--- src/sv/rotation_matrix_to_quaternion_unit_assert.svh ---
// Assertion macros shared by the rotation-matrix-to-quaternion RTL.
`ifndef ROTATION_MATRIX_TO_QUATERNION_UNIT_ASSERT_SVH
`define ROTATION_MATRIX_TO_QUATERNION_UNIT_ASSERT_SVH

// Condition must hold on every clock outside reset.
`define RMQ_ASSERT_HOLDS(label, cond) \
	label: assert property (@(posedge clk) disable iff (!arst_n) (cond)) \
		else $error("rmq invariant violated");

// Whenever ante holds, cons must hold in the same cycle.
`define RMQ_ASSERT_IMPL(label, ante, cons) \
	label: assert property (@(posedge clk) disable iff (!arst_n) (ante) |-> (cons)) \
		else $error("rmq implication violated");

`endif

--- src/sv/rmq_pkg.sv ---
// Types and constants for the rotation-matrix-to-quaternion pipeline.
package rmq_pkg;

	localparam int EL_W     = 16;              // matrix element and quaternion field width
	localparam int RAD_W    = 17;              // radicand, Q14, clamped nonnegative
	localparam int SQ_PAD   = 12;              // radicand is scaled by 4096 before the root
	localparam int NUM_W    = 1 + RAD_W + SQ_PAD;
	localparam int ROOT_W   = 15;              // floor(sqrt(R*4096)) < 2^15
	localparam int SQ_STEPS = ROOT_W;          // one root bit per stage
	localparam int D_W      = 17;              // sum or difference of two elements
	localparam int QUO_W    = 17;              // quotient bits below the overflow check
	localparam int LANES    = 3;

	localparam logic [ROOT_W-1:0] ROOT_MAX = 15'd23170;
	localparam logic signed [18:0] Q_ONE   = 19'sd16384;

	typedef logic signed [EL_W-1:0] el_t;

	typedef struct packed {
		el_t m00;
		el_t m01;
		el_t m02;
		el_t m10;
		el_t m11;
		el_t m12;
		el_t m20;
		el_t m21;
		el_t m22;
	} mat_t;

	typedef struct packed {
		el_t quat_w;
		el_t quat_x;
		el_t quat_y;
		el_t quat_z;
	} quat_t;

	// Component taken straight from the root.
	typedef enum logic [1:0] {
		PRIM_W,
		PRIM_X,
		PRIM_Y,
		PRIM_Z
	} prim_t;

	// Lane 0 is w unless w is primary; see route in rmq_div.
	typedef struct packed {
		prim_t                             prim;
		logic [LANES-1:0][D_W-1:0]         d;
	} side_t;

endpackage

--- src/sv/rmq_div.sv ---
// Three pipelined rounded dividers D*4096/P, saturation and output routing.
`include "rotation_matrix_to_quaternion_unit_assert.svh"
module rmq_div
	import rmq_pkg::*;
(
	input  logic               clk,
	input  logic               arst_n,
	input  logic               adv,
	input  logic               vld_in,
	input  logic [ROOT_W-1:0]  root_in,
	input  side_t              side_in,
	output logic               vld_out,
	output quat_t              quat_out
);

	logic               dv_vld_s  [QUO_W+1];
	logic [ROOT_W-1:0]  dv_p_s    [QUO_W+1];
	prim_t              dv_prim_s [QUO_W+1];
	logic               dv_zero_s [QUO_W+1];
	logic [ROOT_W-1:0]  rem_s     [QUO_W+1][LANES];
	logic [QUO_W-1:0]   nlo_s     [QUO_W+1][LANES];
	logic [QUO_W-1:0]   quo_s     [QUO_W+1][LANES];
	logic               ov_s      [QUO_W+1][LANES];
	logic               neg_s     [QUO_W+1][LANES];

	logic               vld_s35;
	quat_t              quat_s35;
	el_t                lane_res  [LANES];

	// prep stage: magnitude, rounding bias, overflow check
	always_ff @(posedge clk or negedge arst_n) begin
		if (!arst_n) begin
			dv_vld_s[0] <= 1'b0;
		end else if (adv) begin
			dv_vld_s[0] <= vld_in;
		end
	end

	always_ff @(posedge clk) begin
		if (adv) begin
			dv_p_s[0]    <= root_in;
			dv_prim_s[0] <= side_in.prim;
			dv_zero_s[0] <= root_in == '0;
		end
	end

	for (genvar l = 0; l < LANES; l++) begin : g_lane
		logic             neg;
		logic [D_W-1:0]   mag;
		logic [NUM_W-1:0] num;

		assign neg = side_in.d[l][D_W-1];
		assign mag = neg ? (~side_in.d[l] + 1'b1) : side_in.d[l];
		assign num = {1'b0, mag, {SQ_PAD{1'b0}}} + NUM_W'(root_in[ROOT_W-1:1]);

		always_ff @(posedge clk) begin
			if (adv) begin
				rem_s[0][l] <= ROOT_W'(num[NUM_W-1:QUO_W]);
				nlo_s[0][l] <= num[QUO_W-1:0];
				quo_s[0][l] <= '0;
				ov_s[0][l]  <= ROOT_W'(num[NUM_W-1:QUO_W]) >= root_in;
				neg_s[0][l] <= neg;
			end
		end

		for (genvar g = 0; g < QUO_W; g++) begin : g_step
			logic [ROOT_W:0] remx;
			logic            ge;

			assign remx = {rem_s[g][l], nlo_s[g][l][QUO_W-1-g]};
			assign ge   = remx >= {1'b0, dv_p_s[g]};

			always_ff @(posedge clk) begin
				if (adv) begin
					rem_s[g+1][l] <= ge ? ROOT_W'(remx - {1'b0, dv_p_s[g]})
						: remx[ROOT_W-1:0];
					nlo_s[g+1][l] <= nlo_s[g][l];
					quo_s[g+1][l] <= {quo_s[g][l][QUO_W-2:0], ge};
					ov_s[g+1][l]  <= ov_s[g][l];
					neg_s[g+1][l] <= neg_s[g][l];
				end
			end
		end

		// saturate the rounded quotient to a signed field
		always_comb begin
			if (dv_zero_s[QUO_W]) begin
				lane_res[l] = '0;
			end else if (neg_s[QUO_W][l]) begin
				if (ov_s[QUO_W][l] || quo_s[QUO_W][l] > QUO_W'(32768)) begin
					lane_res[l] = el_t'(16'h8000);
				end else begin
					lane_res[l] = el_t'(-quo_s[QUO_W][l]);
				end
			end else begin
				if (ov_s[QUO_W][l] || quo_s[QUO_W][l] > QUO_W'(32767)) begin
					lane_res[l] = el_t'(16'h7fff);
				end else begin
					lane_res[l] = el_t'(quo_s[QUO_W][l]);
				end
			end
		end
	end

	for (genvar g = 0; g < QUO_W; g++) begin : g_ctl
		always_ff @(posedge clk or negedge arst_n) begin
			if (!arst_n) begin
				dv_vld_s[g+1] <= 1'b0;
			end else if (adv) begin
				dv_vld_s[g+1] <= dv_vld_s[g];
			end
		end

		always_ff @(posedge clk) begin
			if (adv) begin
				dv_p_s[g+1]    <= dv_p_s[g];
				dv_prim_s[g+1] <= dv_prim_s[g];
				dv_zero_s[g+1] <= dv_zero_s[g];
			end
		end
	end

	// output register: primary from the root, lanes routed by branch
	always_ff @(posedge clk or negedge arst_n) begin
		if (!arst_n) begin
			vld_s35 <= 1'b0;
		end else if (adv) begin
			vld_s35 <= dv_vld_s[QUO_W];
		end
	end

	always_ff @(posedge clk) begin
		if (adv) begin
			case (dv_prim_s[QUO_W])
				PRIM_W: begin
					quat_s35 <= '{quat_w: el_t'(dv_p_s[QUO_W]), quat_x: lane_res[0],
						quat_y: lane_res[1], quat_z: lane_res[2]};
				end
				PRIM_X: begin
					quat_s35 <= '{quat_w: lane_res[0], quat_x: el_t'(dv_p_s[QUO_W]),
						quat_y: lane_res[1], quat_z: lane_res[2]};
				end
				PRIM_Y: begin
					quat_s35 <= '{quat_w: lane_res[0], quat_x: lane_res[2],
						quat_y: el_t'(dv_p_s[QUO_W]), quat_z: lane_res[1]};
				end
				PRIM_Z: begin
					quat_s35 <= '{quat_w: lane_res[0], quat_x: lane_res[1],
						quat_y: lane_res[2], quat_z: el_t'(dv_p_s[QUO_W])};
				end
				default: begin
					quat_s35 <= '0;
				end
			endcase
		end
	end

	assign vld_out  = vld_s35;
	assign quat_out = quat_s35;

	`RMQ_ASSERT_IMPL(a_rem_lane0, dv_vld_s[QUO_W] && !dv_zero_s[QUO_W] && !ov_s[QUO_W][0], rem_s[QUO_W][0] < dv_p_s[QUO_W])
	`RMQ_ASSERT_IMPL(a_rem_lane1, dv_vld_s[QUO_W] && !dv_zero_s[QUO_W] && !ov_s[QUO_W][1], rem_s[QUO_W][1] < dv_p_s[QUO_W])
	`RMQ_ASSERT_HOLDS(a_zero_ov, !dv_vld_s[QUO_W] || !dv_zero_s[QUO_W] || ov_s[QUO_W][2])

endmodule

--- config.mk ---
export PLATFORM = sky130hd
export DESIGN_NAME = rmq_div
export DESIGN_NICKNAME = d
export VERILOG_FILES = /design/src/sv/rmq_pkg.sv /design/src/sv/rmq_div.sv
export VERILOG_INCLUDE_DIRS = /design/src /design/src/sv
export SDC_FILE = /design/constraint.sdc
export NUM_CORES = 2
export LEC_CHECK = 0
export ABC_AREA = 0
export BUFFER_PORTS_ARGS = -buffer_cell sky130_fd_sc_hd__buf_2
export CORE_MARGIN = 1
export CORE_UTILIZATION = 55
export DETAILED_ROUTE_END_ITERATION = 7
export PLACE_DENSITY = 0.78
export SKIP_CTS_REPAIR_TIMING = 1
export SLEW_MARGIN = 30
export SYNTH_ARGS = -nofsm -noshare
export SYNTH_HDL_FRONTEND = slang
export SYNTH_SLANG_ARGS = --single-unit
--- constraint.sdc ---
create_clock -name clk -period 5.27 [get_ports clk]
set_input_delay 0.7905 -clock clk [delete_from_list [all_inputs] [get_ports clk]]
set_output_delay 0.7905 -clock clk [all_outputs]
set_load 0.01 [all_outputs]
==> impl_metrics.json <==
{
  "rsz0062_at_grt": "no",
  "yosysMostFrequentCell": "edfxtp_1",
  "setup.worst_path.class": "reg2reg",
  "initial_utilization_pct": 55.5,
  "yosysTopAreaCell": "edfxtp_1",
  "hold_path.class": "in2reg",
  "htreeDepth": 4,
  "ys_types": 85,
  "post_dp_cell_area_mm2": 0.103,
  "grt_pass1_wl_um": 379000,
  "first_pass_iters": 6,
  "fp.dieW_um": 426,
  "power_density_mw_per_mm2": 570,
  "ys_seq_elements": 1778,
  "ys_seq_area_share_pct": 53.8,
  "cts.sinks": 1778,
  "n_fill_cell": 13900,
  "vias_per_cell": 6.04,
  "overflow": 0,
  "whs_ns": 0.141,
  "rows": 155,
  "setup_violations": 0,
  "grt_usage_pct": 27.5,
  "cts_made_buffers": 182,
  "crit_slowest_cell": "a311oi_1",
  "syn-cell-area_mm2": 0.0991,
  "hold_viol_final": 0,
  "final_area_mm2": 0.109,
  "async_reset_ff_share_pct": 1.07,
  "die_h_um": 426,
  "startpoint_type": "flop",
  "ys.warnings.count": 0,
  "syn_avg_cell_area_um2": 12.1,
  "ir_worst_vdd_v": 0.000308,
  "wl_per_cell_um": 23.1,
  "setup_ws_ns": 1.28,
  "totalWireLength_um": 253000,
  "finalCritPeriodShare_pct": 75.7,
  "tightest_slew_ns": 1.05,
  "grt_max_degree": 170,
  "pre_cts_ws_ns": 0.793,
  "cp_max_fo": 9,
  "cts_tree": "built",
  "slew_viol_final": 0,
  "layout-drive-gt1-share_pct": 8.40,
  "netlist_top_cells_count": "edfxtp_1, ha_1, nor2_1, a21oi_1, inv_1",
  "drt_iter0_markers": 5977,
  "arrival_ns": 4.58,
  "grt_pass1_vias": 63400,
  "path_cells": "inv_1 > ha_1 > fa_1 > nor2b_1 > o21ai_1 > nand2b_1 > a311oi_1 > o21ai_1 > o21ba_2 > nor2_1 > buf_4 > mux2_1",
  "drv_cap": 0,
  "fin_crit_ns": 3.99,
  "p_leak_nw": 42.5,
  "clkLatencyLatePin_ns": 0.83,
  "syn_inst": 8164,
  "crit_top_cell": "o21ai_1",
  "vias": 66000,
  "synth_top_flop_cell": "edfxtp_1",
  "hpwlAfterDp_um": 193000,
  "syn2layout_area_growth_pct": 10.2,
  "outcome": "complete, no violations",
  "fmax_ghz": 0.251,
  "required_ns": 5.85,
  "io-pin-count": 137,
  "fin_nets": 9338,
  "drc": 0,
  "clkTransAtPathRegs_ns": 0.06,
  "cts_root_buffer": "clkbuf_16",
  "dieArea_mm2": 0.182,
  "slowest_delay_ns": 0.64,
  "synth-edff-count": 1759,
  "relSlewSlack_pct": 29.3,
  "antenna_found_initial": 5,
  "antenna_left": 0,
  "io_buffer_count": 136,
  "synth_top_area_share_pct": 53.3,
  "synth_area_leaders": "edfxtp_1, ha_1, a21oi_1, xnor2_1, mux2_1",
  "clk_path_buf_depth": 3,
  "tns_ns": 0,
  "skew_ns": 0.0318,
  "core_area_mm2": 0.179,
  "routabilityCongestion": 0.941,
  "cp-end-kind": "flop"
}
-- routing by layer --
metal / global-route usage (%) / part of all wire [%]
met1: 37.8 / 44
met2: 45.2 / 47
met3: 3.45 / 5.5
met4: 9.31 / 3.4
met5: 0 / 0.080
-- power by group --
group	leakage (nW)	switching (W)	internal (W)	total [W]
registers	17.4	0.00276	0.0208	0.0236
logic	22.1	0.0140	0.0112	0.0252
clock network	3.01	0.00571	0.00770	0.0134
total	42.5	0.0225	0.0397	0.0622
-- flip-flops by register name, summed over array words and instances, names as in the netlist, 18 cells and up --
name / flops
nlo_s: 69
dv_p_s: 246
dv_vld_s: 18
quat_out: 64
ov_s: 54
dv_prim_s: 36
dv_zero_s: 18
quo_s: 459
rem_s: 759
neg_s: 54
-- critical path, delay by kind of cell, from the launching register on --
kind | cells | cell delay (ns)
compound gates | 4 | 1.17
fa+ha+maj | 2 | 0.69
buf+inv | 2 | 0.53
flops | 1 | 0.41
mux | 1 | 0.35
simple gates | 3 | 0.61
-- stage by stage --
| step | cells | util [%] | power, W |
|---|---|---|---|
| detailed placement | 10600 | 57.6 | 0.0486 |
| global placement | 10600 | 57.6 | 0.0481 |
| CTS | 10900 | 61.1 | 0.0622 |
| finish | 10900 | 61.1 | 0.0622 |
| floorplan | 8169 | - | 0.0411 |
| global route | 10900 | 61.1 | 0.0658 |
-- area by class of cell --
type | instances | area (µm²) | area share (%)
sequential | 1778 | 53300 | 48.8
multi-input combinational | 5755 | 43500 | 39.8
clock buffer | 209 | 4700 | 4.30
tap | 2355 | 2950 | 2.70
inverter | 503 | 1890 | 1.73
clock inverter | 127 | 1530 | 1.40
timing repair buffer | 203 | 1380 | 1.26
antenna | 4 | 10.0 | 0.00917
-- logic make-up after synthesis --
| group | count (synthesis) | synth area share, % |
|---|---|---|
| buffers and inverters | 636 | 2.43 |
| DFF | 1778 | 53.8 |
| AOI/OAI and AO/OA | 1915 | 12.4 |
| other | 1 | 0.00379 |
| adders and majority gates | 843 | 11.0 |
| and+or+nand+nor | 1872 | 9.15 |
| xor gates and xnor gates | 586 | 5.18 |
| muxes | 533 | 6.04 |
-- final timing paths --
check                           depth (start not counted)     startpoint         endpoint  slack (ns)
worst max-delay path                                   12  dv_p_s[14][3]    rem_s[0][697]        1.28
worst min-delay path                                    1    side_in[52]  dv_prim_s[0][1]        0.14
worst max register to register                         12  dv_p_s[14][3]    rem_s[0][697]        1.28
worst min register to register                          0  quo_s[0][714]    quo_s[0][766]        0.41
max in group asynchronous                               2         arst_n     dv_vld_s[10]        4.48
min in group asynchronous                               2         arst_n          vld_out        0.45
-- cells in the final DEF (no fill, tap or decap), types with 51 or more instances in the layout --
cell type,netlist,routed
a211oi_1,60,59
a21o_1,199,199
a21oi_1,605,605
a31oi_1,64,64
buf_2,3,135
buf_4,0,52
clkbuf_16,0,184
edfxtp_1,1759,1759
fa_1,51,51
ha_1,792,792
inv_1,502,502
mux2_1,253,253
mux2_2,176,176
mux2i_1,95,95
nand2_1,386,386
nand2b_1,75,75
nand3_1,80,80
nand4_1,148,148
nor2_1,640,638
nor2b_1,135,135
nor3_1,163,163
o21a_1,134,134
o21ai_0,283,283
o21ai_1,89,86
o21bai_1,83,83
xnor2_1,339,339
xor2_1,247,247
No activity file was read; power rests on OpenSTA's default activity.
