`src/sv/rotation_matrix_to_quaternion_unit_assert.svh`:
```
// Assertion macros shared by the rotation-matrix-to-quaternion RTL.
`ifndef ROTATION_MATRIX_TO_QUATERNION_UNIT_ASSERT_SVH
`define ROTATION_MATRIX_TO_QUATERNION_UNIT_ASSERT_SVH

// Condition must hold on every clock outside reset.
`define RMQ_ASSERT_HOLDS(label, cond) \
	label: assert property (@(posedge clk) disable iff (!arst_n) (cond)) \
		else $error("rmq invariant violated");

// Whenever ante holds, cons must hold in the same cycle.
`define RMQ_ASSERT_IMPL(label, ante, cons) \
	label: assert property (@(posedge clk) disable iff (!arst_n) (ante) |-> (cons)) \
		else $error("rmq implication violated");

`endif

```
`src/sv/rmq_pkg.sv`:
```
// Types and constants for the rotation-matrix-to-quaternion pipeline.
package rmq_pkg;

	localparam int EL_W     = 16;              // matrix element and quaternion field width
	localparam int RAD_W    = 17;              // radicand, Q14, clamped nonnegative
	localparam int SQ_PAD   = 12;              // radicand is scaled by 4096 before the root
	localparam int NUM_W    = 1 + RAD_W + SQ_PAD;
	localparam int ROOT_W   = 15;              // floor(sqrt(R*4096)) < 2^15
	localparam int SQ_STEPS = ROOT_W;          // one root bit per stage
	localparam int D_W      = 17;              // sum or difference of two elements
	localparam int QUO_W    = 17;              // quotient bits below the overflow check
	localparam int LANES    = 3;

	localparam logic [ROOT_W-1:0] ROOT_MAX = 15'd23170;
	localparam logic signed [18:0] Q_ONE   = 19'sd16384;

	typedef logic signed [EL_W-1:0] el_t;

	typedef struct packed {
		el_t m00;
		el_t m01;
		el_t m02;
		el_t m10;
		el_t m11;
		el_t m12;
		el_t m20;
		el_t m21;
		el_t m22;
	} mat_t;

	typedef struct packed {
		el_t quat_w;
		el_t quat_x;
		el_t quat_y;
		el_t quat_z;
	} quat_t;

	// Component taken straight from the root.
	typedef enum logic [1:0] {
		PRIM_W,
		PRIM_X,
		PRIM_Y,
		PRIM_Z
	} prim_t;

	// Lane 0 is w unless w is primary; see route in rmq_div.
	typedef struct packed {
		prim_t                             prim;
		logic [LANES-1:0][D_W-1:0]         d;
	} side_t;

endpackage

```
`src/sv/rmq_front.sv`:
```
// Branch select, radicand and off-diagonal sums/differences (stage 1).
module rmq_front
	import rmq_pkg::*;
(
	input  logic               clk,
	input  logic               arst_n,
	input  logic               adv,
	input  logic               vld_in,
	input  mat_t               mat,
	output logic               vld_s1,
	output logic [RAD_W-1:0]   rad_s1,
	output side_t              side_s1
);

	logic signed [18:0] tr;
	logic signed [18:0] r;
	logic signed [18:0] a00, a11, a22;
	logic               sel1, sel2;
	side_t              side;

	always_comb begin
		a00 = 19'(mat.m00);
		a11 = 19'(mat.m11);
		a22 = 19'(mat.m22);
		tr  = a00 + a11 + a22;
		sel1 = a11 > a00;
		sel2 = sel1 ? (a22 > a11) : (a22 > a00);
		side.prim = PRIM_W;
		side.d    = '0;
		r         = tr + Q_ONE;
		if (tr > 19'sd0) begin
			side.prim = PRIM_W;
			side.d[0] = D_W'(mat.m12) - D_W'(mat.m21);
			side.d[1] = D_W'(mat.m20) - D_W'(mat.m02);
			side.d[2] = D_W'(mat.m01) - D_W'(mat.m10);
		end else if (sel2) begin
			side.prim = PRIM_Z;
			r         = a22 - (a00 + a11) + Q_ONE;
			side.d[0] = D_W'(mat.m01) - D_W'(mat.m10);
			side.d[1] = D_W'(mat.m20) + D_W'(mat.m02);
			side.d[2] = D_W'(mat.m21) + D_W'(mat.m12);
		end else if (sel1) begin
			side.prim = PRIM_Y;
			r         = a11 - (a22 + a00) + Q_ONE;
			side.d[0] = D_W'(mat.m20) - D_W'(mat.m02);
			side.d[1] = D_W'(mat.m12) + D_W'(mat.m21);
			side.d[2] = D_W'(mat.m10) + D_W'(mat.m01);
		end else begin
			side.prim = PRIM_X;
			r         = a00 - (a11 + a22) + Q_ONE;
			side.d[0] = D_W'(mat.m12) - D_W'(mat.m21);
			side.d[1] = D_W'(mat.m01) + D_W'(mat.m10);
			side.d[2] = D_W'(mat.m02) + D_W'(mat.m20);
		end
	end

	always_ff @(posedge clk or negedge arst_n) begin
		if (!arst_n) begin
			vld_s1 <= 1'b0;
		end else if (adv) begin
			vld_s1 <= vld_in;
		end
	end

	always_ff @(posedge clk) begin
		if (adv) begin
			rad_s1  <= r[18] ? '0 : r[RAD_W-1:0];
			side_s1 <= side;
		end
	end

endmodule

```
`config.mk`:
```
export PLATFORM = sky130hd
export DESIGN_NAME = rmq_front
export DESIGN_NICKNAME = d
export VERILOG_FILES = /design/src/sv/rotation_matrix_to_quaternion_unit_assert.svh /design/src/sv/rmq_pkg.sv /design/src/sv/rmq_front.sv
export SDC_FILE = /design/constraint.sdc
export NUM_CORES = 1
export LEC_CHECK = 0
export BUFFER_PORTS_ARGS = -buffer_cell sky130_fd_sc_hd__buf_2
export CAP_MARGIN = 20
export CORE_AREA = 2 2 210 212
export DETAILED_ROUTE_END_ITERATION = 8
export DIE_AREA = 0 0 212 214
export PLACE_DENSITY_LB_ADDON = 0.15
export SYNTH_ARGS = -nofsm -noshare
export SYNTH_HDL_FRONTEND = slang
export SYNTH_SLANG_ARGS = --single-unit
```
`constraint.sdc`:
```
create_clock -name clk -period 0.8 [get_ports clk]
set_clock_uncertainty 0.05 [all_clocks]
set_input_delay 0.16 -clock clk [delete_from_list [all_inputs] [get_ports clk]]
set_output_delay 0.16 -clock clk [all_outputs]
set_load 0.05 [all_outputs]
```
==> results.cfg, run 1 <==
[sta]
fin_setup_tns_ns = -324.34
setup_viol = 142
fmax_mhz = 194
slew_violations = 0
worstMarginPinSlew_ns = 0.679
timing.hold.ws_ns = -0.0166
final.setup.worst_slack_ns = -4.36
rsz0062_at_grt = true
relSlewSlack_pct = 54.3
period_minus_slack_ns = 5.16
min_period_over_period_pct = 645
finalHoldViolations = 1

[setup_path]
path_buf_inv = 5
critPathArrivalTime_ns = 5.21
setup.worst_path.end_class = flop
worstPathRequired_ns = 0.85
cp_slowest_stage_delay_ns = 0.38
rrSetupSlack_ns = -0.02
path_delay_family = compound AO/OA/AOI/OAI gates
crit_slowest_cell = or3_4
path_max_fanout = 8
start_kind = input pin
crit_type = input pin to flop

[placed_design]
post_dp_cell_area_um2 = 22000
port_buffers = 218
placedCellCount = 3251
pre_cts_ws_ns = -5.06
dp.final_hpwl_um = 48500
globalplace.congestion = 0.924

[finish]
drive_above_1_share_pct = 39.4
fin_util_pct = 54.3
n_antenna_cell = 0
design_area_um2 = 23300
fin_nets = 3192
synthToLayoutAreaGrowth_pct = 56.6
final_cells = 3285

[synth]
synth-main-ff-cell = edfxtp_1
syn_nets = 2301
yosysMostFrequentCell = ha_1
ys_ff_latch = 71
yosysTopAreaCellShare_pct = 25.7
synth.area.top_cells = ha_1 (26%), edfxtp_1 (14%), xnor2_1 (7.1%)
synth_top_area_cell = ha_1
synth_edf_count = 70
synthTopCellsByCount = ha_1 (306), inv_1 (219), a21oi_1 (126), nor2_1 (124), xnor2_1 (121)
synth_cell_types = 74
netlist_instances = 1804
netlist_area_um2 = 14900
ys_seq_area_share_pct = 14.3
ys_warn_count = 0
synth-async-reset-ratio_pct = 1.41
avgSynthCellArea_um2 = 8.25

[drt]
wire_per_inst_um = 16.8
drtIter0Drc = 629
final_antenna_net_count = 0
num_vias = 16030
drt_wl_total_um = 55200
drt-vias-per-instance = 4.88
post-route-drc-count = 0
drt_pass1_iterations = 7

[pwr]
p_leak_nw = 11.8
vdd_drop_max_v = 0.00134
finalPower_mw = 46.4
p_per_area_nw_per_um2 = 1990

[die]
core_area_um2 = 42900
row_count = 76
ios = 219
die_y_um = 214
initial_utilization_pct = 34.7
dieArea_um2 = 45400
die_w_um = 212

[clocking]
clock-sinks = 71
clockBufferDepth = 2
cts_hold_buf = 1
cts_buffers = 9
cts_tree = built
root_buffer = clkbuf_16
insertion_delay_ns = 0.36
htree_levels = 3
cts.clk_slew.worst_paths_ns = 0.06

[global_route]
grt_pass1_wl_um = 86200
grt_overflow_total = 0
antenna_found_initial = 0
grt_pass1_vias = 16484
grt_max_degree = 27
grt_usage_pct = 24.2

[worst_hold_path]
min-delay-path-class = input pin to flop

[flow_run]
cap_violations = 0

[outcome]
violations = hold timing, setup timing
status = complete, but fails checks
-- cell families (layout without fill, tap and decap cells) --
logic type,Yosys count,after routing,share of synthesized area [%]
compound gates,499,499,22.1
xor+xnor,144,144,8.47
fa+ha+maj,349,349,31.5
buf+inv,280,1176,7.35
flops,71,71,14.3
mux,45,45,3.09
simple gates,416,416,13.2
-- report_power, final --
group | switching (mW) | internal (mW) | total, mW | leakage, nW
sequential | 0.970 | 5.72 | 6.69 | 0.694
clock | 1.67 | 2.38 | 4.05 | 0.139
combinational | 18.4 | 17.2 | 35.6 | 11.0
-- cells in the final DEF, fill, tap and decap left out, types with 22 or more instances in the layout --
master    instances
o21bai_1         29
a21o_1           22
buf_2           143
mux2i_1          37
o21ai_0          72
nand2_1         107
buf_6            75
nor3_1           42
inv_1           213
edfxtp_1         70
xor2_1           22
fa_1             42
buf_4           698
nor2b_1          30
o211ai_1         28
ha_1            302
nor2_1          120
a21oi_1         119
xnor2_1         120
-- sequential cells by signal, summed over array words and instances, names as in the netlist --
name	cells
rad_s1	17
vld_s1	1
side_s1	53
-- timing repair --
item                                    in CTS  in global routing
endpoints found under the setup margin     142                142
setup buffers                               12                  3
pin swaps                                   15                 11
cloned                                       2                  0
endpoints found under the hold margin        2                  1
resized for setup                          211                 48
-- path summary, 6_finish.rpt --
kind | cells after the start | to | start
setup / recovery | 28 | rad_s1[4] | mat[64]
hold / removal | 2 | vld_s1 | vld_in
setup reg to reg | 1 | vld_s1 | vld_s1
hold reg to reg | 1 | vld_s1 | vld_s1
max in group asynchronous | 2 | vld_s1 | arst_n
min in group asynchronous | 2 | vld_s1 | arst_n
-- metal layers --
| metal | wire length, µm | global-route usage (%) |
|---|---|---|
| met1 | 23100 | 28.3 |
| met2 | 29000 | 46.6 |
| met3 | 1610 | 1.86 |
| met4 | 1530 | 6.71 |
| met5 | 0 | 0 |
-- area by class of cell --
class | count | area (µm²)
clock buffers | 9 | 225
repair buffers | 941 | 7280
inverters | 219 | 825
fillers | 4069 | 19600
well taps | 585 | 732
multi-input cells | 1453 | 12000
flip-flops and latches | 71 | 2130
clock inverters | 7 | 63.8
Power figures use the tool's default switching activity.
==> run 2, diff against run 1 <==
==> constraint.sdc (replaced) <==
create_clock -name clk -period 0.8 [get_ports clk]
set_clock_uncertainty 0.05 [all_clocks]
set_input_delay 0.04 -clock clk [delete_from_list [all_inputs] [get_ports clk]]
set_output_delay 0.04 -clock clk [all_outputs]
set_load 0.05 [all_outputs]
==> run 2 against run 1 <==
Net effect: the flow finishes with violations (setup timing); sequential power is 0.6% lower; largest power group unchanged; critical endpoint is now rad_s1[15]; total power decreased by 1.5%; final area fell by 0.43%; non-clock buffer count increased by 8; wire length is essentially flat; die area did not move; flip-flop and latch count did not move; first-iteration DRC count grew 21%; register-to-register slack is essentially flat; final cell count rose by 0.27%; fmax is 1.5% lower; critical path depth rose by 1.
==> results.cfg, run 2 (same netlist as run 1, synthesis figures left out) <==
[drt]
num_vias = 16080
post-route-drc-count = 0
drt_pass1_iterations = 4
drtIter0Drc = 759
final_antenna_net_count = 0
drt-vias-per-instance = 4.88
drt_wl_total_um = 55300
wire_per_inst_um = 16.8

[outcome]
violations = setup timing
status = complete, but fails checks

[sta]
fmax_mhz = 191
worstMarginPinSlew_ns = 0.754
period_minus_slack_ns = 5.24
setup_viol = 142
fin_setup_tns_ns = -319.26
final.setup.worst_slack_ns = -4.44
rsz0062_at_grt = true
min_period_over_period_pct = 655
slew_violations = 0
relSlewSlack_pct = 49.3
timing.hold.ws_ns = 0.0669
finalHoldViolations = 0

[setup_path]
worstPathRequired_ns = 0.85
cp_slowest_stage_delay_ns = 0.39
path_max_fanout = 3
reg2reg_depth = 1
crit_slowest_cell = or3_4
path_delay_family = compound AO/OA/AOI/OAI gates
crit_type = input pin to flop
critPathArrivalTime_ns = 5.28
rrSetupSlack_ns = -0.02
path_buf_inv = 6
crit_cells = 29
start_kind = input pin
setup.worst_path.end_class = flop

[clocking]
clockBufferDepth = 2
root_buffer = clkbuf_16
cts_buffers = 9
clock-sinks = 71
cts.clk_slew.worst_paths_ns = 0.06
cts_tree = built
htree_levels = 3
insertion_delay_ns = 0.34

[global_route]
grt_pass1_vias = 16437
grt_usage_pct = 24.2
met1_usage_pct = 28.3
grt_pass1_wl_um = 86100
use_met3_pct = 1.99
use_met2_pct = 45.2
antenna_found_initial = 0
grt_max_degree = 29
grt.busiest_layer = met2
grt_overflow_total = 0

[placed_design]
placedCellCount = 3253
pre_cts_ws_ns = -4.97
post_dp_cell_area_um2 = 21900
dp.final_hpwl_um = 48400
globalplace.congestion = 0.932
port_buffers = 218

[finish]
final_cells = 3294
final_cell_mix = buf_4 (706), ha_1 (303), inv_1 (214), buf_2 (143), nor2_1 (121)
drive_above_1_share_pct = 38.7
top_register = side_s1
fin_nets = 3200
largestRegisters = side_s1 (53), rad_s1 (17), vld_s1 (1)
design_area_um2 = 23200
largest_reg_flops = 53
final_common_cell = buf_4
synthToLayoutAreaGrowth_pct = 55.9
fin_util_pct = 54.1

[die]
core_area_um2 = 42900
die_y_um = 214
die_w_um = 212
row_count = 76
initial_utilization_pct = 34.7
ios = 219
dieArea_um2 = 45400

[worst_hold_path]
min-delay-path-class = input pin to flop
holdPathStages = 1

[pwr]
p_leak_nw = 11.8
vdd_drop_max_v = 0.00128
finalPower_mw = 45.6
p_per_area_nw_per_um2 = 1970

[flow_run]
cap_violations = 0
-- run 2: changes by cell type in the layout (fill, tap and decap cells not counted), sizes merged --
cell	delta
clkinv	-2
diode	+1
buf	+5
clkinvlp	-2
clkbuf	+5
dlygate4sd3	+2
bufinv	-1
bufbuf	+1
-- run 2: where the power goes --
group / internal (mW) / leakage [nW] / total, mW / switching, mW
Sequential: 5.72 / 0.694 / 6.65 / 0.932
Clock: 2.18 / 0.131 / 3.72 / 1.54
Combinational: 16.9 / 11.0 / 35.3 / 18.4
Total: 24.8 / 11.8 / 45.6 / 20.8
-- run 2: what timing repair did --
action / 4_1_cts / 5_1_grt
cloned: 3 / 0
endpoints found under the setup margin: 142 / 142
gates resized for setup: 206 / 29
setup buffers: 13 / 5
pin swaps: 9 / 13
hold buffers: 3 / 0
hold endpoints to repair: 2 / 0
-- run 2: layout make-up --
class / count / area (µm²)
clock inverters: 2 / 10.0
repair buffers: 949 / 7300
multi-input cells: 1453 / 12000
clock buffers: 14 / 254
well taps: 585 / 732
flip-flops and latches: 71 / 2130
inverters: 219 / 825
fillers: 4013 / 19700
diodes: 1 / 2.50
-- run 2: path summary, 6_finish.rpt --
kind / start / end
max reg2reg: vld_s1 / vld_s1
min in group asynchronous: arst_n / vld_s1
max: mat[64] / rad_s1[15]
max in group asynchronous: arst_n / vld_s1
min: adv / side_s1[40]
min reg2reg: vld_s1 / vld_s1
-- run 2: layer usage --
layer,wire length [µm],part of all wire [%]
met5,0,0
met4,2130,3.8
met3,1690,3.1
met2,28400,51
met1,23000,42
