File: config.mk
export PLATFORM = sky130hd
export DESIGN_NAME = rmq_sqrt
export DESIGN_NICKNAME = d
export VERILOG_FILES = /design/src/sv/rmq_pkg.sv /design/src/sv/rmq_sqrt.sv
export VERILOG_INCLUDE_DIRS = /design/src /design/src/sv
export SDC_FILE = /design/constraint.sdc
export NUM_CORES = 1
export LEC_CHECK = 0
export ABC_AREA = 1
export CORE_ASPECT_RATIO = 1.5
export CORE_UTILIZATION = 49
export DETAILED_ROUTE_END_ITERATION = 12
export DONT_BUFFER_PORTS = 1
export RECOVER_POWER = 50
export REMOVE_ABC_BUFFERS = 1
export SLEW_MARGIN = 0
export SYNTH_ARGS = -nofsm -noshare
export SYNTH_HDL_FRONTEND = slang
export SYNTH_SLANG_ARGS = --single-unit
File: constraint.sdc
create_clock -name clk -period 2.7 [get_ports clk]
set_input_delay 0.405 -clock clk [delete_from_list [all_inputs] [get_ports clk]]
set_output_delay 0.405 -clock clk [all_outputs]
set_load 0.03 [all_outputs]
File: src/sv/rotation_matrix_to_quaternion_unit_assert.svh
// Assertion macros shared by the rotation-matrix-to-quaternion RTL.
`ifndef ROTATION_MATRIX_TO_QUATERNION_UNIT_ASSERT_SVH
`define ROTATION_MATRIX_TO_QUATERNION_UNIT_ASSERT_SVH

// Condition must hold on every clock outside reset.
`define RMQ_ASSERT_HOLDS(label, cond) \
	label: assert property (@(posedge clk) disable iff (!arst_n) (cond)) \
		else $error("rmq invariant violated");

// Whenever ante holds, cons must hold in the same cycle.
`define RMQ_ASSERT_IMPL(label, ante, cons) \
	label: assert property (@(posedge clk) disable iff (!arst_n) (ante) |-> (cons)) \
		else $error("rmq implication violated");

`endif

File: src/sv/rmq_pkg.sv
// Types and constants for the rotation-matrix-to-quaternion pipeline.
package rmq_pkg;

	localparam int EL_W     = 16;              // matrix element and quaternion field width
	localparam int RAD_W    = 17;              // radicand, Q14, clamped nonnegative
	localparam int SQ_PAD   = 12;              // radicand is scaled by 4096 before the root
	localparam int NUM_W    = 1 + RAD_W + SQ_PAD;
	localparam int ROOT_W   = 15;              // floor(sqrt(R*4096)) < 2^15
	localparam int SQ_STEPS = ROOT_W;          // one root bit per stage
	localparam int D_W      = 17;              // sum or difference of two elements
	localparam int QUO_W    = 17;              // quotient bits below the overflow check
	localparam int LANES    = 3;

	localparam logic [ROOT_W-1:0] ROOT_MAX = 15'd23170;
	localparam logic signed [18:0] Q_ONE   = 19'sd16384;

	typedef logic signed [EL_W-1:0] el_t;

	typedef struct packed {
		el_t m00;
		el_t m01;
		el_t m02;
		el_t m10;
		el_t m11;
		el_t m12;
		el_t m20;
		el_t m21;
		el_t m22;
	} mat_t;

	typedef struct packed {
		el_t quat_w;
		el_t quat_x;
		el_t quat_y;
		el_t quat_z;
	} quat_t;

	// Component taken straight from the root.
	typedef enum logic [1:0] {
		PRIM_W,
		PRIM_X,
		PRIM_Y,
		PRIM_Z
	} prim_t;

	// Lane 0 is w unless w is primary; see route in rmq_div.
	typedef struct packed {
		prim_t                             prim;
		logic [LANES-1:0][D_W-1:0]         d;
	} side_t;

endpackage

File: src/sv/rmq_sqrt.sv
// Pipelined integer square root of R*4096, one result bit per stage.
`include "rotation_matrix_to_quaternion_unit_assert.svh"
module rmq_sqrt
	import rmq_pkg::*;
(
	input  logic               clk,
	input  logic               arst_n,
	input  logic               adv,
	input  logic               vld_in,
	input  logic [RAD_W-1:0]   rad_in,
	input  side_t              side_in,
	output logic               vld_out,
	output logic [ROOT_W-1:0]  root_out,
	output side_t              side_out
);

	logic               sq_vld_s  [SQ_STEPS+1];
	logic [RAD_W-1:0]   sq_rad_s  [SQ_STEPS+1];
	logic [ROOT_W-1:0]  sq_root_s [SQ_STEPS+1];
	logic [ROOT_W+1:0]  sq_rem_s  [SQ_STEPS+1];
	side_t              sq_side_s [SQ_STEPS+1];

	assign sq_vld_s[0]  = vld_in;
	assign sq_rad_s[0]  = rad_in;
	assign sq_root_s[0] = '0;
	assign sq_rem_s[0]  = '0;
	assign sq_side_s[0] = side_in;

	for (genvar g = 0; g < SQ_STEPS; g++) begin : g_step
		localparam int HI = NUM_W - 1 - 2 * g;
		logic [NUM_W-1:0]  vx;
		logic [ROOT_W+3:0] remx;
		logic [ROOT_W+3:0] trial;
		logic              ok;

		assign vx    = {1'b0, sq_rad_s[g], {SQ_PAD{1'b0}}};
		assign remx  = {sq_rem_s[g], vx[HI -: 2]};
		assign trial = remx - {2'b00, sq_root_s[g], 2'b01};
		assign ok    = remx >= {2'b00, sq_root_s[g], 2'b01};

		always_ff @(posedge clk or negedge arst_n) begin
			if (!arst_n) begin
				sq_vld_s[g+1] <= 1'b0;
			end else if (adv) begin
				sq_vld_s[g+1] <= sq_vld_s[g];
			end
		end

		always_ff @(posedge clk) begin
			if (adv) begin
				sq_rad_s[g+1]  <= sq_rad_s[g];
				sq_rem_s[g+1]  <= ok ? trial[ROOT_W+1:0] : remx[ROOT_W+1:0];
				sq_root_s[g+1] <= {sq_root_s[g][ROOT_W-2:0], ok};
				sq_side_s[g+1] <= sq_side_s[g];
			end
		end
	end

	assign vld_out  = sq_vld_s[SQ_STEPS];
	assign root_out = sq_root_s[SQ_STEPS];
	assign side_out = sq_side_s[SQ_STEPS];

	`RMQ_ASSERT_IMPL(a_root_bound, sq_vld_s[SQ_STEPS], sq_root_s[SQ_STEPS] <= ROOT_MAX)

endmodule

==> results of run 1 <==
-- power groups by stage --
| stage | registers [mW] | clock network [mW] | logic [mW] |
|---|---|---|---|
| 2_1_floorplan | 23.3 | 0 | 2.57 |
| 3_3_place_gp | 23.5 | 0 | 3.74 |
| 3_5_place_dp | 23.6 | 0 | 3.79 |
| 4_1_cts | 23.1 | 16.0 | 3.92 |
| 5_1_grt | 23.3 | 16.7 | 4.45 |
| 6_report | 23.1 | 15.5 | 3.86 |
-- synth_stat cells, types with 2 or more instances --
cell / number / area share [%]
edfxtp_1: 1197 / 75
nand2_1: 942 / 7.3
inv_1: 497 / 3.9
nand3_1: 217 / 2.3
nor2_1: 197 / 1.5
ha_1: 123 / 3.2
a21oi_1: 106 / 1.1
buf_4: 75 / 1.2
xor2_1: 58 / 1.1
nand4_1: 49 / 0.64
o21ai_0: 42 / 0.44
nor3_1: 28 / 0.29
dfrtp_1: 15 / 0.78
xnor2_1: 13 / 0.24
buf_6: 8 / 0.19
and2_1: 7 / 0.091
nand2_2: 7 / 0.091
nand3b_1: 7 / 0.11
clkbuf_1: 6 / 0.047
buf_2: 5 / 0.052
fa_1: 5 / 0.21
nor2_2: 4 / 0.052
o21ai_1: 4 / 0.042
a21boi_0: 3 / 0.047
nand3_2: 3 / 0.062
nor2_4: 3 / 0.070
or2_2: 3 / 0.039
a21boi_1: 2 / 0.031
a21o_1: 2 / 0.031
inv_2: 2 / 0.016
nand2_4: 2 / 0.047
nor2b_1: 2 / 0.026
nor3_2: 2 / 0.042
o21bai_1: 2 / 0.031
-- critical path: stages (launching register included) --
cell,delay (ns)
edfxtp_1,0.41
inv_1,0.06
ha_1,0.30
nand2_1,0.10
nor2_1,0.23
nand3_1,0.25
nand3_1,0.17
nand2_1,0.23
buf_4,0.24
nand3_1,0.09
nand2_1,0.07
-- cell families after synthesis --
family | after synthesis
other cells | 1
compound gates | 163
fa+ha+maj | 128
mux | 1
simple gates | 1481
flops | 1212
xor+xnor | 71
buf+inv | 594
-- timing repair --
item,4_1_cts,5_1_grt
endpoints found under the hold margin,116,0
cloned,1,1
setup endpoints to repair,440,1
hold buffers,74,0
-- state kept, by name, indices dropped and copies added (netlist names) --
signal,cells
sq_side_s,742
g_step.remx,226
sq_root_s,105
g_step.vx,56
side_out,53
root_out,15
sq_vld_s,14
vld_out,1
-- area by class of cell --
type / instances / area, um2
clock buffers: 124 / 2830
clock inverters: 84 / 826
fillers: 8065 / 43500
inverters: 499 / 1870
multi-input cells: 1845 / 9320
flip-flops and latches: 1212 / 36300
well taps: 1278 / 1600
repair buffers: 106 / 1100
-- layout by cell type, fill, tap and decap left out, types with 3 or more instances in the layout --
cell and n:
clkbuf_1 14, clkbuf_16 112, xor2_1 58, nand3_2 3
nor2_4 3, bufinv_16 11, clkinv_1 26, clkinv_4 4
dlygate4sd3_1 73, xnor2_1 13, clkinv_16 4, o21ai_0 42
nand4_1 49, fa_1 5, and2_1 7, nand2_1 942
or2_2 3, clkinv_2 25, nor2_1 197, o21ai_1 4
nor2_2 4, ha_1 123, buf_16 5, edfxtp_1 1197
nor3_1 28, inv_6 3, a21oi_1 106, buf_4 24
dfrtp_1 15, clkinvlp_4 10, nand3_1 217, nand2_2 7
nand3b_1 7, a21boi_0 3, inv_1 497
-- stage by stage --
stage	hold WS (ns)	setup slack (ns)	instance area, um2	cells
after floorplan	0.109	0.548	47500	3556
after global placement	0.110	-1.07	49500	4864
after detailed placement	0.110	-1.12	49500	4864
after CTS	0.137	0.135	53900	5147
after global routing	0.199	0.0471	53900	5148
final	0.185	0.301	53900	5148
-- worst max-delay path by stage --
stage                              from                   to  slack, ns
floorplan           g_step[11].remx[12]  g_step[12].remx[11]       0.55
global placement                    adv              vld_out      -1.07
detailed placement                  adv              vld_out      -1.12
CTS                                 adv              vld_out       0.14
global route             sq_root_s[107]   g_step[9].remx[11]       0.05
finish                    sq_root_s[53]   g_step[13].remx[5]       0.30
-- layer usage --
layer  up-vias  wire, um  global-route usage, %
met5         -         0                      0
met4         0      3570                   8.51
met3       182      2300                   2.45
met2       394     46400                   33.1
met1     11800     28400                   15.9
li1      12600         -                      -
==> metrics.md, run 1 <==
| Metric | Value |
|---|---|
| Detailed-placement wirelength estimate | between 50000 and 60000 um |
| Bufs on Longest Clock Path | 3 |
| Cts bufs inserted | about 110 |
| Count of cells along the worst register-to-register path | 10 |
| Area share of and/or/nand/nor cells after synthesis | between 10 and 15% |
| Deepest level of the CTS H-tree | 3 |
| Finish-stage setup viols | 0 |
| Routed wire length | just over 80000 um |
| Post-synthesis cell type count | 47 |
| Data arrival time of the worst path | 2.83 ns |
| Portion of total power attributed to sequential cells | roughly 55% |
| Die footprint | about 100000 um2 |
| Utilization of the core after routing | a little under three fifths |
| Cell area power density | 788 nW/um2 |
| Port Buffers | 0 |
| Clock-pin slew on the worst setup and hold paths | about 0.07 ns |
| Synthesized netlist cell count | 3651 |
| Drt drc | 0 |
| Number of rows created at floorplan | 140 |
| TritonCTS clock tree | done |
| Proportion of total power due to net switching | about a quarter |
| Worst Setup Start Kind | flop |
| Max-cap violations | 1 |
| Clock network fraction of design power | between 30 and 40% |
| GPL Wtd Cong | between 0.8 and 0.9 |
| Combinational family with the most area after synthesis | simple AND/OR/NAND/NOR gates |
| Rel. slew slack | -30.6% |
| Antenna violations before repair | 1 |
| Resize count post-CTS | 0 |
| Number of sinks on the clock net | 1212 |
| Area fraction in compound gates after synthesis | 1.75% |
| Average via count per standard cell | 4.87 |
| Fraction of the yosys area taken by sequential cells | 75.3% |
| Initial Util | between 40% and 50% |
| Top Ports | about 140 |
| Final TNS setup | 0 ns |
| Number of synthesis warnings | 0 |
| P_int | between 30 and 40 mW |
| Layout net count | just under 4000 |
| Post-CTS Setup Repair Bufs | 0 |
| Maximum number of pins on one net before global-route repair | 259 |
| Total global routing track utilization | about 16% |
| Share of flip-flops with an asynchronous set or reset after synthesis | under 10% |
| Vias in the first global route | between 20000 and 30000 |
| Required arrival time at the worst endpoint | 3.13 ns |
| Static leakage | 21.6 nW |
| Number of iterations in the first detailed-routing pass | 5 |
| Worst slew pin tran | about 2.0 ns |
| Final critical-path required period | between 2 and 2.5 ns |
| Gr ovfl total | 0 |
| Final slew viol count | 150 |
| Fraction of the cycle the final worst path needs | 88.9% |
| Area share of xor/xnor cells in the synthesized design | approximately 1.3% |
| Worst R2R End | g_step[13].remx[5] |
| Worst r2r src | sq_root_s[53] |
| Core area | between 90000 and 100000 um2 |
| Setup slack of the most critical reg-to-reg path | approximately 0.3 ns |
| Floorplan die width | between 200 and 300 um |
| Adder-cell area share of the yosys netlist | under 10% |
| Primary FF master, synth | edfxtp_1 |
| Net switching power | 10.1 mW |
| RSZ-0062 raised after global routing | false |
| Number of enable-type register cells in the synthesized netlist | between 1000 and 1500 |
| Critical Path Fanout Max | 6 |
| Mean Syn Cell Area | between 10 and 15 um2 |
| DRC violation total after the first TritonRoute iteration | approximately 1300 |
| Critical Path End Type | flop |
| Area growth from synthesis to final layout | 11.7% |
| Drt wl/cell | approximately 16 um |
| Remaining antenna violation count | 0 |
| # diodes | 0 |
| Wire length of the first global-routing pass | 128000 um |
| Post-synthesis mux area share | less than 1% |
| Post-layout total power | between 40 and 50 mW |
| Result of the run | finished with violations |
| Highest clock frequency the design can meet | 417 MHz |
| Combinational share of power | 9.1% |
| Setup clock skew after layout | roughly 0.044 ns |
| Routed via count | 25000 |
| Latest clock arrival within the worst-skew pair | 0.72 ns |
| Violations in the final reports | max-capacitance violations, max-slew violations |
| Cell area after synthesis | 48200 um2 |
| Fraction of layout instances using a drive strength above 1 | under 10% |
| Clk Tree Root Cell | clkbuf_16 |
| Flop and latch count out of synthesis | between 1000 and 1500 |
| Maximum resistive drop on vdd | 0.829 mV |
| Height of the die | roughly 390 um |
| Hold Fails Final Rpt | 0 |
| Min-Delay Path Class | input port to asynchronous set/reset pin |
| WS Path Type | flop to flop |
Note: power is estimated with default switching activity, not from simulation.
==> inputs of run 2 (changes only) <==
- CELL_PAD_IN_SITES_DETAIL_PLACEMENT: not set -> 1
- CELL_PAD_IN_SITES_GLOBAL_PLACEMENT: not set -> 1
- PLACE_DENSITY_LB_ADDON: not set -> 0.1
==> run 2 against run 1 <==
The run still ends with max-capacitance violations, max-slew violations left; final cell count down 0.17%; count of clock-buffer cells in the layout down 1; sequential cell count did not move; die area unchanged; hold slack got worse by 0.025 ns; via count is 2.8% higher; sequential power hardly changed; core utilization rose by 0.059 points; maximum frequency shrank 2.7%; largest cell class unchanged; largest power group unchanged.
==> metrics.md, run 2 (synthesis results as in run 1) <==
| Metric | Value |
|---|---|
| Most flops, register | sq_side_s |
| Drt wl/cell | 18.1 um (+16%) |
| P_int | 32.5 mW (+0.50%) |
| Port Buffers | 0 (unchanged) |
| Remaining antenna violation count | 0 (unchanged) |
| Antenna violations before repair | 3 (+2) |
| Worst r2r src | g_step[9].remx[2] |
| Min-Delay Path Class | input port to asynchronous set/reset pin |
| Setup clock skew after layout | 0.0526 ns (+0.00862 ns) |
| Portion of total power attributed to sequential cells | 54.2% (-0.3 points) |
| Combinational share of power | 9.4% (+0.3 points) |
| Clk Tree Root Cell | clkbuf_16 |
| Fraction of the cycle the final worst path needs | 91.3% (+2.5 points) |
| Latest clock arrival within the worst-skew pair | 0.74 ns (+0.02 ns) |
| Final slew viol count | 190 (+27%) |
| Net switching power | 10.3 mW (+1.9%) |
| Maximum number of pins on one net before global-route repair | 430 (+66%) |
| Floorplan die width | 258 um (unchanged) |
| Number of iterations in the first detailed-routing pass | 5 (unchanged) |
| Fraction of layout instances using a drive strength above 1 | 5.91% (-0.14 points) |
| GPL Wtd Cong | 1.01 (+13%) |
| RSZ-0062 raised after global routing | false |
| Finish-stage setup viols | 0 (unchanged) |
| Routed via count | 25800 (+2.8%) |
| Max-cap violations | 2 (+1) |
| Global-route track usage on met2 | 39.9% (+6.8 points) |
| Wire length of the first global-routing pass | 147000 um (+15%) |
| Post-Place Worst Slack | -1.70 ns (-0.587 ns) |
| Vias in the first global route | 28100 (+11%) |
| Violations in the final reports | max-capacitance violations, max-slew violations |
| Most heavily used metal layer in global routing | met2 |
| Met3 track utilization from global routing | 2.32% (-0.13 points) |
| Final critical-path required period | 2.47 ns (+0.0670 ns) |
| Crit path setup slack, layout | 0.234 ns (-0.0670 ns) |
| Cts bufs inserted | 107 (-3.6%) |
| Rel. slew slack | -35.7% (-5.1 points) |
| Flip-flop count of the largest register, all copies and words added | 742 (unchanged) |
| Area growth from synthesis to final layout | 11.8% |
| Critical Path Fanout Max | 3 (-3) |
| Setup slack of the most critical reg-to-reg path | 0.23 ns (-0.07 ns) |
| Routed wire length | 93200 um (+15%) |
| Proportion of total power due to net switching | 24.1% (+0.26 points) |
| TritonCTS clock tree | done |
| Resize count post-CTS | 0 (unchanged) |
| WS Path Type | flop to flop |
| Drt drc | 0 (unchanged) |
| Bufs on Longest Clock Path | 3 (unchanged) |
| Gr ovfl total | 0 (unchanged) |
| Endpoint of the most critical setup path | g_step[10].remx[16] |
| Clock-pin slew on the worst setup and hold paths | 0.06 ns (about the same) |
| Clock network fraction of design power | 36.4% (about the same) |
| Result of the run | finished with violations |
| Average via count per standard cell | 5.01 (+3.0%) |
| Top Ports | 143 (unchanged) |
| Cell area power density | 794 nW/um2 (+0.74%) |
| Detailed-placement wirelength estimate | 65800 um (+21%) |
| Worst Setup Start Kind | flop |
| Layout net count | 3971 (-0.15%) |
| Worst R2R End | g_step[10].remx[16] |
| Highest clock frequency the design can meet | 405 MHz (-2.7%) |
| GRT met1 Usage | 18.1% (+2.2 points) |
| Deepest level of the CTS H-tree | 3 (unchanged) |
| Total global routing track utilization | 19.2% (+2.7 points) |
| Startpoint of the most critical setup path | g_step[9].remx[2] |
| Critical Path End Type | flop |
| Initial Util | 49.5% (unchanged) |
| Number of rows created at floorplan | 140 (unchanged) |
| Worst slew pin tran | 2.03 ns (+0.0762 ns) |
| Maximum resistive drop on vdd | 0.582 mV (-30%) |
| Leading cell type in the layout, fill and taps excluded | edfxtp_1 |
| Hold Fails Final Rpt | 0 (unchanged) |
| Static leakage | 21.6 nW (+0.10%) |
| DRC violation total after the first TritonRoute iteration | 1156 (-12%) |
| Required arrival time at the worst endpoint | 3.14 ns (about the same) |
| Highest-count cells in the layout ignoring fill and taps | 1197 x edfxtp_1, 942 x nand2_1, 497 x inv_1 |
| Number of sinks on the clock net | 1212 (unchanged) |
| Core area | 97400 um2 (unchanged) |
| Data arrival time of the worst path | 2.91 ns (+0.08 ns) |
| Height of the die | 386 um (unchanged) |
| Die footprint | 99700 um2 (unchanged) |
| Utilization of the core after routing | 55.4% (+0.059 points) |
| Count of cells along the worst register-to-register path | 10 (unchanged) |
-- run 2: cell types whose count changed in the layout (fill, tap and decap cells not counted), moves of 3 or more --
cell and delta:
buf_4 -3, clkinv_1 -3, clkinv_2 -10, clkinvlp_4 -3
clkbuf_16 -5, bufinv_16 +3, inv_6 +3, clkbuf_8 +3
-- run 2: timing repair --
item | 4_1_cts | 5_1_grt
hold endpoints to repair | 125 | 0
setup buffers | 0 | 0
hold buffers | 73 | 0
setup endpoints to repair | 519 | 0
-- run 2: metal layers --
layer / vias to the layer above / wire length, um / part of all wire, %
li1: 12600 / - / -
met3: 196 / 2100 / 2.3
met5: - / 0 / 0
met4: 0 / 3490 / 3.7
met2: 347 / 55000 / 59
met1: 12600 / 32700 / 35
-- run 2: worst min-delay path by stage --
stage / depth (start not counted) / from / endpoint
global route: 1 / arst_n / vld_out
global placement: 0 / arst_n / sq_vld_s[14]
detailed placement: 0 / arst_n / sq_vld_s[14]
floorplan: 0 / arst_n / sq_vld_s[10]
CTS: 1 / adv / sq_side_s[317]
finish: 1 / arst_n / vld_out
-- run 2: cell type report --
type	count	area, um2
Inverter	499	1870
Tap cell	1278	1600
Clock buffer	123	2770
Clock inverter	77	917
Multi-Input combinational cell	1845	9320
Fill cell	9714	43500
Timing Repair Buffer	104	1130
Antenna cell	1	2.50
Sequential cell	1212	36300
-- run 2: worst max-delay path: stages, from the launching register on --
cell and delay (ns):
edfxtp_1 0.42, ha_1 0.28, fa_1 0.44, nand3_1 0.11, nand3_1 0.16, nand2_1 0.16
nand2_1 0.09, a21boi_0 0.35, inv_1 0.08, nand2_1 0.07, nand2_1 0.05
-- run 2: per-stage QoR --
step / hold WS [ns] / TNS [ns] / total power [mW] / instance area (um2) / std cells
after CTS: 0.00600 / 0 / 43.4 / 53900 / 5136
after global placement: 0.110 / -690.51 / 27.3 / 49400 / 4862
after floorplan: 0.109 / 0 / 25.8 / 47500 / 3556
after global routing: 0.188 / 0 / 44.5 / 53900 / 5139
after detailed placement: 0.110 / -791.21 / 27.5 / 49400 / 4862
final: 0.159 / 0 / 42.8 / 53900 / 5139
-- run 2: power by group through the flow --
stage | combinational, mW | clock [mW] | sequential, mW
floorplan | 2.57 | 0 | 23.3
global placement | 3.76 | 0 | 23.5
detailed placement | 3.91 | 0 | 23.6
CTS | 4.06 | 16.1 | 23.2
global route | 4.60 | 16.6 | 23.3
finish | 4.01 | 15.6 | 23.2
